$ cat config.mk
export PLATFORM = sky130hd
export DESIGN_NAME = value_rank_assigner
export DESIGN_NICKNAME = d
export VERILOG_FILES = /design/src/sv/vra_pkg.sv /design/src/sv/vra_ram.sv /design/src/sv/value_rank_assigner.sv
export SDC_FILE = /design/constraint.sdc
export NUM_CORES = 2
export LEC_CHECK = 0
export ABC_AREA = 1
export BUFFER_PORTS_ARGS = -buffer_cell sky130_fd_sc_hd__buf_2
export CAP_MARGIN = 0
export CORE_ASPECT_RATIO = 0.8
export CORE_MARGIN = 3
export CORE_UTILIZATION = 25
export CTS_CLUSTER_DIAMETER = 30
export DETAILED_ROUTE_END_ITERATION = 16
export GPL_ROUTABILITY_DRIVEN = 1
export SYNTH_ARGS = -nofsm -noshare
export SYNTH_HDL_FRONTEND = slang
export SYNTH_SLANG_ARGS = --single-unit
$ cat constraint.sdc
create_clock -name aclk -period 5.8 [get_ports aclk]
set_clock_uncertainty 0.2 [all_clocks]
set_input_delay 0.58 -clock aclk [delete_from_list [all_inputs] [get_ports aclk]]
set_output_delay 0.58 -clock aclk [all_outputs]
set_load 0.02 [all_outputs]
$ cat src/sv/vra_pkg.sv
`timescale 1ns / 1ps
// Shared constants and types for the value rank assigner.
package vra_pkg;

    localparam int MAX_ITEMS_DEF = 64;
    localparam int VALUE_W       = 32;
    localparam int POS_W         = 6;
    localparam int RANK_W        = 7;

    // flipping the sign bit makes unsigned order match signed order
    localparam logic [VALUE_W-1:0] SIGN_BIAS = 32'h8000_0000;
    // key of the minimum integer after biasing
    localparam logic [VALUE_W-1:0] MIN_KEY   = '0;

    typedef enum logic [2:0] {
        S_LOAD,
        S_SCAN,
        S_PASS_END,
        S_RD,
        S_SEND
    } state_t;

endpackage

$ cat src/sv/vra_ram.sv
`timescale 1ns / 1ps
// Generic simple dual-port RAM, one write port, one registered read port.
module vra_ram #(
    parameter int WIDTH = 32,
    parameter int DEPTH = 64,
    localparam int AW   = (DEPTH > 1) ? $clog2(DEPTH) : 1
) (
    input  logic             aclk,
    input  logic             we,
    input  logic [AW-1:0]    waddr,
    input  logic [WIDTH-1:0] wdata,
    input  logic [AW-1:0]    raddr,
    output logic [WIDTH-1:0] rdata
);

    logic [WIDTH-1:0] mem [DEPTH];
    logic [WIDTH-1:0] rdata_reg;

    always_ff @(posedge aclk) begin
        if (we) begin
            mem[waddr] <= wdata;
        end
        rdata_reg <= mem[raddr];
    end

    assign rdata = rdata_reg;

endmodule

$ cat src/sv/value_rank_assigner.sv
`timescale 1ns / 1ps
// Value rank assigner: loads a list, ranks it by repeated selection, emits the ranks.
//
// Values are loaded one beat per cycle until a beat with s_last; beats past MAX_ITEMS
// elements are dropped, though their last flag still ends the list. Ranking then runs
// up to n selection passes over the n stored elements, each walking the value RAM
// through its one read port with a single 32-bit compare unit; passes stop early once
// the non-minimum elements are all ranked. Minimum-integer elements all get rank 1,
// equal values rank higher the earlier they stand. Results leave in list order, one
// beat at a time, each held until m_ready, last_rank marking the final element. No
// input is taken while ranking or emitting.
module value_rank_assigner #(
    parameter int MAX_ITEMS = vra_pkg::MAX_ITEMS_DEF
) (
    input  logic                        aclk,
    input  logic                        aresetn,
    input  logic                        s_valid,
    output logic                        s_ready,
    input  logic signed [vra_pkg::VALUE_W-1:0] s_value,
    input  logic                        s_last,
    output logic                        m_valid,
    input  logic                        m_ready,
    output logic [vra_pkg::POS_W-1:0]   m_position,
    output logic [vra_pkg::RANK_W-1:0]  m_rank,
    output logic                        m_last_rank
);

    localparam int AW = (MAX_ITEMS > 1) ? $clog2(MAX_ITEMS) : 1;
    localparam int CW = $clog2(MAX_ITEMS + 1);
    localparam int VW = vra_pkg::VALUE_W;
    localparam int RW = vra_pkg::RANK_W;

    vra_pkg::state_t state_reg, state_next;

    logic [CW-1:0]        cnt_reg, cnt_next;
    logic [CW-1:0]        n_reg, n_next;
    logic [CW-1:0]        r_reg, r_next;
    logic [CW-1:0]        scan_cnt_reg, scan_cnt_next;
    logic                 chk_valid_reg, chk_valid_next;
    logic [AW-1:0]        chk_pos_reg, chk_pos_next;
    logic [VW-1:0]        best_key_reg, best_key_next;
    logic [AW-1:0]        best_pos_reg, best_pos_next;
    logic                 found_reg, found_next;
    logic [AW-1:0]        out_idx_reg, out_idx_next;
    logic [MAX_ITEMS-1:0] done_reg, done_next;

    logic          val_we;
    logic [AW-1:0] val_waddr;
    logic [VW-1:0] val_wdata;
    logic [AW-1:0] val_raddr;
    logic [VW-1:0] val_rdata;

    logic          rank_we;
    logic [AW-1:0] rank_waddr;
    logic [RW-1:0] rank_wdata;
    logic [AW-1:0] rank_raddr;
    logic [RW-1:0] rank_rdata;

    logic          full;
    logic [CW-1:0] n_load;
    logic          issue;
    logic          out_last;

    vra_ram #(
        .WIDTH (VW),
        .DEPTH (MAX_ITEMS)
    ) u_value_ram (
        .aclk  (aclk),
        .we    (val_we),
        .waddr (val_waddr),
        .wdata (val_wdata),
        .raddr (val_raddr),
        .rdata (val_rdata)
    );

    vra_ram #(
        .WIDTH (RW),
        .DEPTH (MAX_ITEMS)
    ) u_rank_ram (
        .aclk  (aclk),
        .we    (rank_we),
        .waddr (rank_waddr),
        .wdata (rank_wdata),
        .raddr (rank_raddr),
        .rdata (rank_rdata)
    );

    assign full     = (cnt_reg == CW'(MAX_ITEMS));
    assign n_load   = full ? cnt_reg : cnt_reg + CW'(1);
    assign issue    = (scan_cnt_reg < n_reg);
    assign out_last = ((CW'(out_idx_reg) + CW'(1)) == n_reg);

    always_ff @(posedge aclk) begin
        if (!aresetn) begin
            state_reg     <= vra_pkg::S_LOAD;
            cnt_reg       <= '0;
            n_reg         <= '0;
            r_reg         <= '0;
            scan_cnt_reg  <= '0;
            chk_valid_reg <= 1'b0;
            found_reg     <= 1'b0;
            out_idx_reg   <= '0;
            done_reg      <= '0;
        end else begin
            state_reg     <= state_next;
            cnt_reg       <= cnt_next;
            n_reg         <= n_next;
            r_reg         <= r_next;
            scan_cnt_reg  <= scan_cnt_next;
            chk_valid_reg <= chk_valid_next;
            found_reg     <= found_next;
            out_idx_reg   <= out_idx_next;
            done_reg      <= done_next;
        end
    end

    always_ff @(posedge aclk) begin
        chk_pos_reg  <= chk_pos_next;
        best_key_reg <= best_key_next;
        best_pos_reg <= best_pos_next;
    end

    always_comb begin
        state_next     = state_reg;
        cnt_next       = cnt_reg;
        n_next         = n_reg;
        r_next         = r_reg;
        scan_cnt_next  = scan_cnt_reg;
        chk_valid_next = 1'b0;
        chk_pos_next   = scan_cnt_reg[AW-1:0];
        best_key_next  = best_key_reg;
        best_pos_next  = best_pos_reg;
        found_next     = found_reg;
        out_idx_next   = out_idx_reg;
        done_next      = done_reg;

        val_we     = 1'b0;
        val_waddr  = cnt_reg[AW-1:0];
        val_wdata  = s_value ^ vra_pkg::SIGN_BIAS;
        val_raddr  = scan_cnt_reg[AW-1:0];
        rank_we    = 1'b0;
        rank_waddr = chk_pos_reg;
        rank_wdata = RW'(1);
        rank_raddr = out_idx_reg;

        s_ready = 1'b0;
        m_valid = 1'b0;

        unique case (state_reg)
            vra_pkg::S_LOAD: begin
                s_ready = 1'b1;
                if (s_valid) begin
                    if (!full) begin
                        val_we   = 1'b1;
                        cnt_next = cnt_reg + CW'(1);
                    end
                    if (s_last) begin
                        n_next        = n_load;
                        r_next        = n_load;
                        done_next     = '0;
                        scan_cnt_next = '0;
                        best_key_next = vra_pkg::MIN_KEY;
                        found_next    = 1'b0;
                        state_next    = vra_pkg::S_SCAN;
                    end
                end
            end

            vra_pkg::S_SCAN: begin
                if (issue) begin
                    chk_valid_next = 1'b1;
                    scan_cnt_next  = scan_cnt_reg + CW'(1);
                end
                // compare stage sees the value read in the previous cycle
                if (chk_valid_reg && !done_reg[chk_pos_reg]) begin
                    if (val_rdata == vra_pkg::MIN_KEY) begin
                        rank_we               = 1'b1;
                        done_next[chk_pos_reg] = 1'b1;
                    end else if (val_rdata > best_key_reg) begin
                        best_key_next = val_rdata;
                        best_pos_next = chk_pos_reg;
                        found_next    = 1'b1;
                    end
                end
                if (!issue) begin
                    state_next = vra_pkg::S_PASS_END;
                end
            end

            vra_pkg::S_PASS_END: begin
                if (found_reg) begin
                    rank_we                 = 1'b1;
                    rank_waddr              = best_pos_reg;
                    rank_wdata              = RW'(r_reg);
                    done_next[best_pos_reg] = 1'b1;
                    r_next                  = r_reg - CW'(1);
                end
                if (found_reg && r_reg != CW'(1)) begin
                    scan_cnt_next = '0;
                    best_key_next = vra_pkg::MIN_KEY;
                    found_next    = 1'b0;
                    state_next    = vra_pkg::S_SCAN;
                end else begin
                    // nothing left to select: the rest are minimum values
                    out_idx_next = '0;
                    state_next   = vra_pkg::S_RD;
                end
            end

            vra_pkg::S_RD: begin
                state_next = vra_pkg::S_SEND;
            end

            vra_pkg::S_SEND: begin
                m_valid = 1'b1;
                if (m_ready) begin
                    if (out_last) begin
                        cnt_next   = '0;
                        state_next = vra_pkg::S_LOAD;
                    end else begin
                        out_idx_next = out_idx_reg + AW'(1);
                        state_next   = vra_pkg::S_RD;
                    end
                end
            end

            default: begin
                state_next = vra_pkg::S_LOAD;
            end
        endcase
    end

    // rank RAM read address holds during S_SEND, so its output stays put
    assign m_position  = vra_pkg::POS_W'(out_idx_reg);
    assign m_rank      = rank_rdata;
    assign m_last_rank = out_last;

    a_no_overlap: assert property (@(posedge aclk) disable iff (!aresetn)
        !(s_ready && m_valid))
        else $error("input and output sides active together");

    a_rank_nonzero: assert property (@(posedge aclk) disable iff (!aresetn)
        m_valid |-> (m_rank != '0))
        else $error("element left unranked");

    a_count_bound: assert property (@(posedge aclk) disable iff (!aresetn)
        (cnt_reg <= CW'(MAX_ITEMS)) && (n_reg <= CW'(MAX_ITEMS)))
        else $error("element count beyond capacity");

    a_list_done: assert property (@(posedge aclk) disable iff (!aresetn)
        (m_valid && m_ready && m_last_rank)
            |=> (state_reg == vra_pkg::S_LOAD) && (cnt_reg == '0))
        else $error("store not emptied after final result");

    a_scan_rank: assert property (@(posedge aclk) disable iff (!aresetn)
        (state_reg == vra_pkg::S_SCAN) |-> (r_reg != '0) && (n_reg != '0))
        else $error("selection pass with no rank to give");

endmodule

==> summary.md <==
| Metric | Value |
|---|---|
| Remaining routing DRC violations | `0` |
| Violation count after the first detailed-route iteration | `10500` |
| Nets@finish | `8698` |
| Total Power Consumption | `56000 uW` |
| Category of the most critical setup path | `flip-flop to output pin` |
| Critical path arrival | `3.72 ns` |
| Number of buffers on the longest clock path | `4` |
| Launch point of the worst path | `m_position[4]$_SDFFE_PN0P_` |
| Top fanout value on the critical path | `19` |
| Cell count after synthesis | `8578` |
| Max-cap violations | `0` |
| Worst-path cell chain | `inv_1 -> nor3_1 -> nor2_1 -> nor2_1 -> nand3_1 -> inv_1 -> buf_2` |
| Maximum clock frequency | `222 MHz` |
| Vias in the first global route | `66900` |
| CTS tree | `yes` |
| Total wirelength of the detailed-routed design | `320 mm` |
| Maximum resistive drop on vdd | `363 uV` |
| Setup repair after global routing missed its margin | `no` |
| Complex-gate fraction of the synthesized area | `0.123` |
| Worst hold slack | `0.110 ns` |
| Share of layout cells above drive strength 1 | `0.106` |
| Die Area | `0.436 sq mm` |
| Slack of the worst reg-to-reg path | `1.58 ns` |
| Fill count | `42200` |
| Post-synthesis mux area share | `0` |
| Placed cell count | `13800` |
| Wire length of the first global-routing pass | `465 mm` |
| Seq/Total Area, Yosys | `0.739` |
| Biggest area consumer among synthesized cells | `sky130_fd_sc_hd__edfxtp_1` |
| Via-per-instance ratio | `4.95` |
| Most common cell after layout, fill and taps aside | `sky130_fd_sc_hd__edfxtp_1` |
| Highest-delay cell along the critical path | `sky130_fd_sc_hd__dfxtp_1` |
| Source of the worst register-to-register timing path | `u_value_ram.rdata[8]$_DFF_P_` |
| Number of hold-slack violations in the final timing report | `0` |
| Aggregate global-route resource usage | `0.140` |
| Largest stage delay on the critical path | `0.93 ns` |
| Hold/Removal Path Class | `input pin to flip-flop` |
| Die width | `737 um` |
| Combinational family with the most area after synthesis | `compound AO/OA/AOI/OAI gates` |
| Clock-pin slew reported for the worst setup and hold paths after clock tree synthesis | `0.05 ns` |
| Average wire per cell in the routed design | `22.0 um` |
| Fin crit period | `4.50 ns` |
| Proportion of netlist area held by the largest area contributor | `0.711` |
| Port Buf Inserts | `52` |
| Net count after synthesis | `8659` |
| Largest cells by area after synthesis | `sky130_fd_sc_hd__edfxtp_1 (71%), sky130_fd_sc_hd__o21ai_0 (6.4%), sky130_fd_sc_hd__nor2_1 (5.8%)` |
| Vias after detailed routing | `72000` |
| Kind of end point of the critical path | `output pin` |
| HPWL after DPL | `176 mm` |
| Setup Buffers After CTS | `0` |
| # IOs | `53` |
| Critical register-to-register path endpoint | `u_rank_ram.mem[11][1]$_DFFE_PP_` |
| Run status | `finished, final reports clean` |
| FF+latch count, synth | `2682` |
| Final setup vio count | `0` |
| Transition time at the pin with the least slew margin | `1.29 ns` |
| Buffer cell driving the clock tree root | `sky130_fd_sc_hd__clkbuf_16` |
| Static leakage power | `0.0410 uW` |
| Fraction of the mapped netlist area in adder cells | `0.00514` |
| Xor and xnor fraction of the mapped netlist area | `0.00111` |
| Antenna-violating nets left | `0` |
| Worst endpoint required time | `5.02 ns` |
| Number of detailed-route iterations in the first pass | `6` |
| Max-slew violations | `0` |
| Max FFs per register | `2048` |
| Finished Layout Cells | `14600` |
| Share of the clock period used by the worst path | `0.775` |
| Initial cell density of the core | `0.252` |
| Area growth syn-to-layout | `19.1%` |
| Yosys warns | `0` |
| Insertion delay of the later-clocked pin in the worst-skew pair | `0.90 ns` |
| Final design utilization | `0.299` |
| Post-synthesis share of cell area spent on and, or, nand and nor gates | `0.101` |
| Number of antenna violations at the first check in global routing | `14` |
| Power density over the cells | `439 mW/mm^2` |
| Gpl congestion | `0.869` |
| Die Y-Extent | `591 um` |
| Leading cell types in the layout, fill and taps excluded | `sky130_fd_sc_hd__edfxtp_1 (2534), sky130_fd_sc_hd__nor2_1 (1580), sky130_fd_sc_hd__o21ai_0 (1375), sky130_fd_sc_hd__nand2_1 (640), sky130_fd_sc_hd__o22ai_1 (430)` |
| Number of sinks driven by the clock tree | `2682` |
| Setup Total Neg Slack | `0 ns` |
| Core area | `0.425 sq mm` |
| Largest net degree at the start of global routing | `174` |
| Netlist cell types | `42` |
| Max-slew headroom at the worst pin | `0.141` |
| Capture point of the critical path | `m_last_rank` |
| Mapped Area | `0.107 sq mm` |
| Total gr overflow | `0` |
| Clock buffer count from CTS | `392` |
| FF-to-FF path depth | `8` |
| Synthesized area divided by synthesized cell count | `12.5 sq um` |
| Setup crit start kind | `flip-flop` |
| FP Rows | `214` |
| CTS H-tree lvls | `5` |
[synthesized netlist by cell type (all sizes together)]
cell type	number
nand3b	2
ha	44
xor2	9
o21a	4
dfxtp	148
and2	1
o21ai	1384
o211ai	76
buf	100
o31ai	8
nor3b	2
a31oi	5
inv	254
o22ai	430
nor2	1650
a211oi	2
o221ai	249
a21boi	1
clkinv	4
o21bai	4
a221oi	1
nand2	643
nand4	39
edfxtp	2534
or2	8
xnor2	2
a21oi	132
clkbuf	472
nor3	17
nand3	345
xnor3	1
nor4	7
[per-layer routing]
layer / global-route usage / routed length [um]
met1: 0.212 / 142000
met3: 0.0351 / 35900
met2: 0.199 / 134000
met5: 0 / 13
met4: 0.0331 / 7140
[final cells by class]
class | instances | area, sq um | area share
Tap cell | 5616 | 7030 | 0.0551
Antenna cell | 3 | 7.51 | 0.0000589
Clock buffer | 447 | 10200 | 0.0804
Inverter | 258 | 1010 | 0.00790
Timing Repair Buffer | 217 | 1790 | 0.0141
Clock inverter | 273 | 3060 | 0.0240
Multi-Input combinational cell | 5066 | 25200 | 0.198
Sequential cell | 2682 | 79100 | 0.621
[worst max-delay path, delay by kind of cell, from the launching register on]
kind                   cells  cell delay (ns)
buffers and inverters      3             1.13
DFF                        1             0.93
and+or+nand+nor            4             0.77
[power breakdown]
group / switching [uW] / internal, uW
registers: 436 / 22000
clock network: 9100 / 15000
logic: 7060 / 2420
[stage by stage]
stage | setup slack [ns] | area (sq um)
final | 1.30 | 127000
after floorplan | 2.22 | 107000
after global placement | 1.62 | 114000
after CTS | 1.24 | 127000
after detailed placement | 1.71 | 114000
after global routing | 1.05 | 127000
[logic make-up after synthesis]
kind of cell             count (synthesis)
AO/OA/AOI/OAI                         2296
XOR/XNOR                                12
adder cells (fa/ha/maj)                 44
buffers and inverters                  830
flip-flops                            2682
AND/OR/NAND/NOR                       2714
[what timing repair did]
| item | 4_1_cts | 5_1_grt |
|---|---|---|
| hold buffers | 7 | 0 |
| endpoints found under the hold margin | 55 | 0 |
| gates resized for setup | 0 | 0 |
[worst min-delay path by stage]
stage / from / slack (ns) / depth (start not counted) / to
2_1_floorplan: scan_cnt_reg[0]$_SDFFE_PN0P_ / 0.15 / 0 / chk_pos_reg[0]$_DFF_P_
3_3_place_gp: done_reg[52]$_SDFFE_PN0P_ / 0.24 / 2 / done_reg[52]$_SDFFE_PN0P_
3_5_place_dp: done_reg[52]$_SDFFE_PN0P_ / 0.24 / 2 / done_reg[52]$_SDFFE_PN0P_
4_1_cts: s_value[28] / 0.06 / 1 / u_value_ram.mem[4][28]$_DFFE_PP_
5_1_grt: s_value[28] / 0.11 / 1 / u_value_ram.mem[4][28]$_DFFE_PP_
6_report: s_value[28] / 0.11 / 1 / u_value_ram.mem[4][28]$_DFFE_PP_
Power figures use the tool's default switching activity.
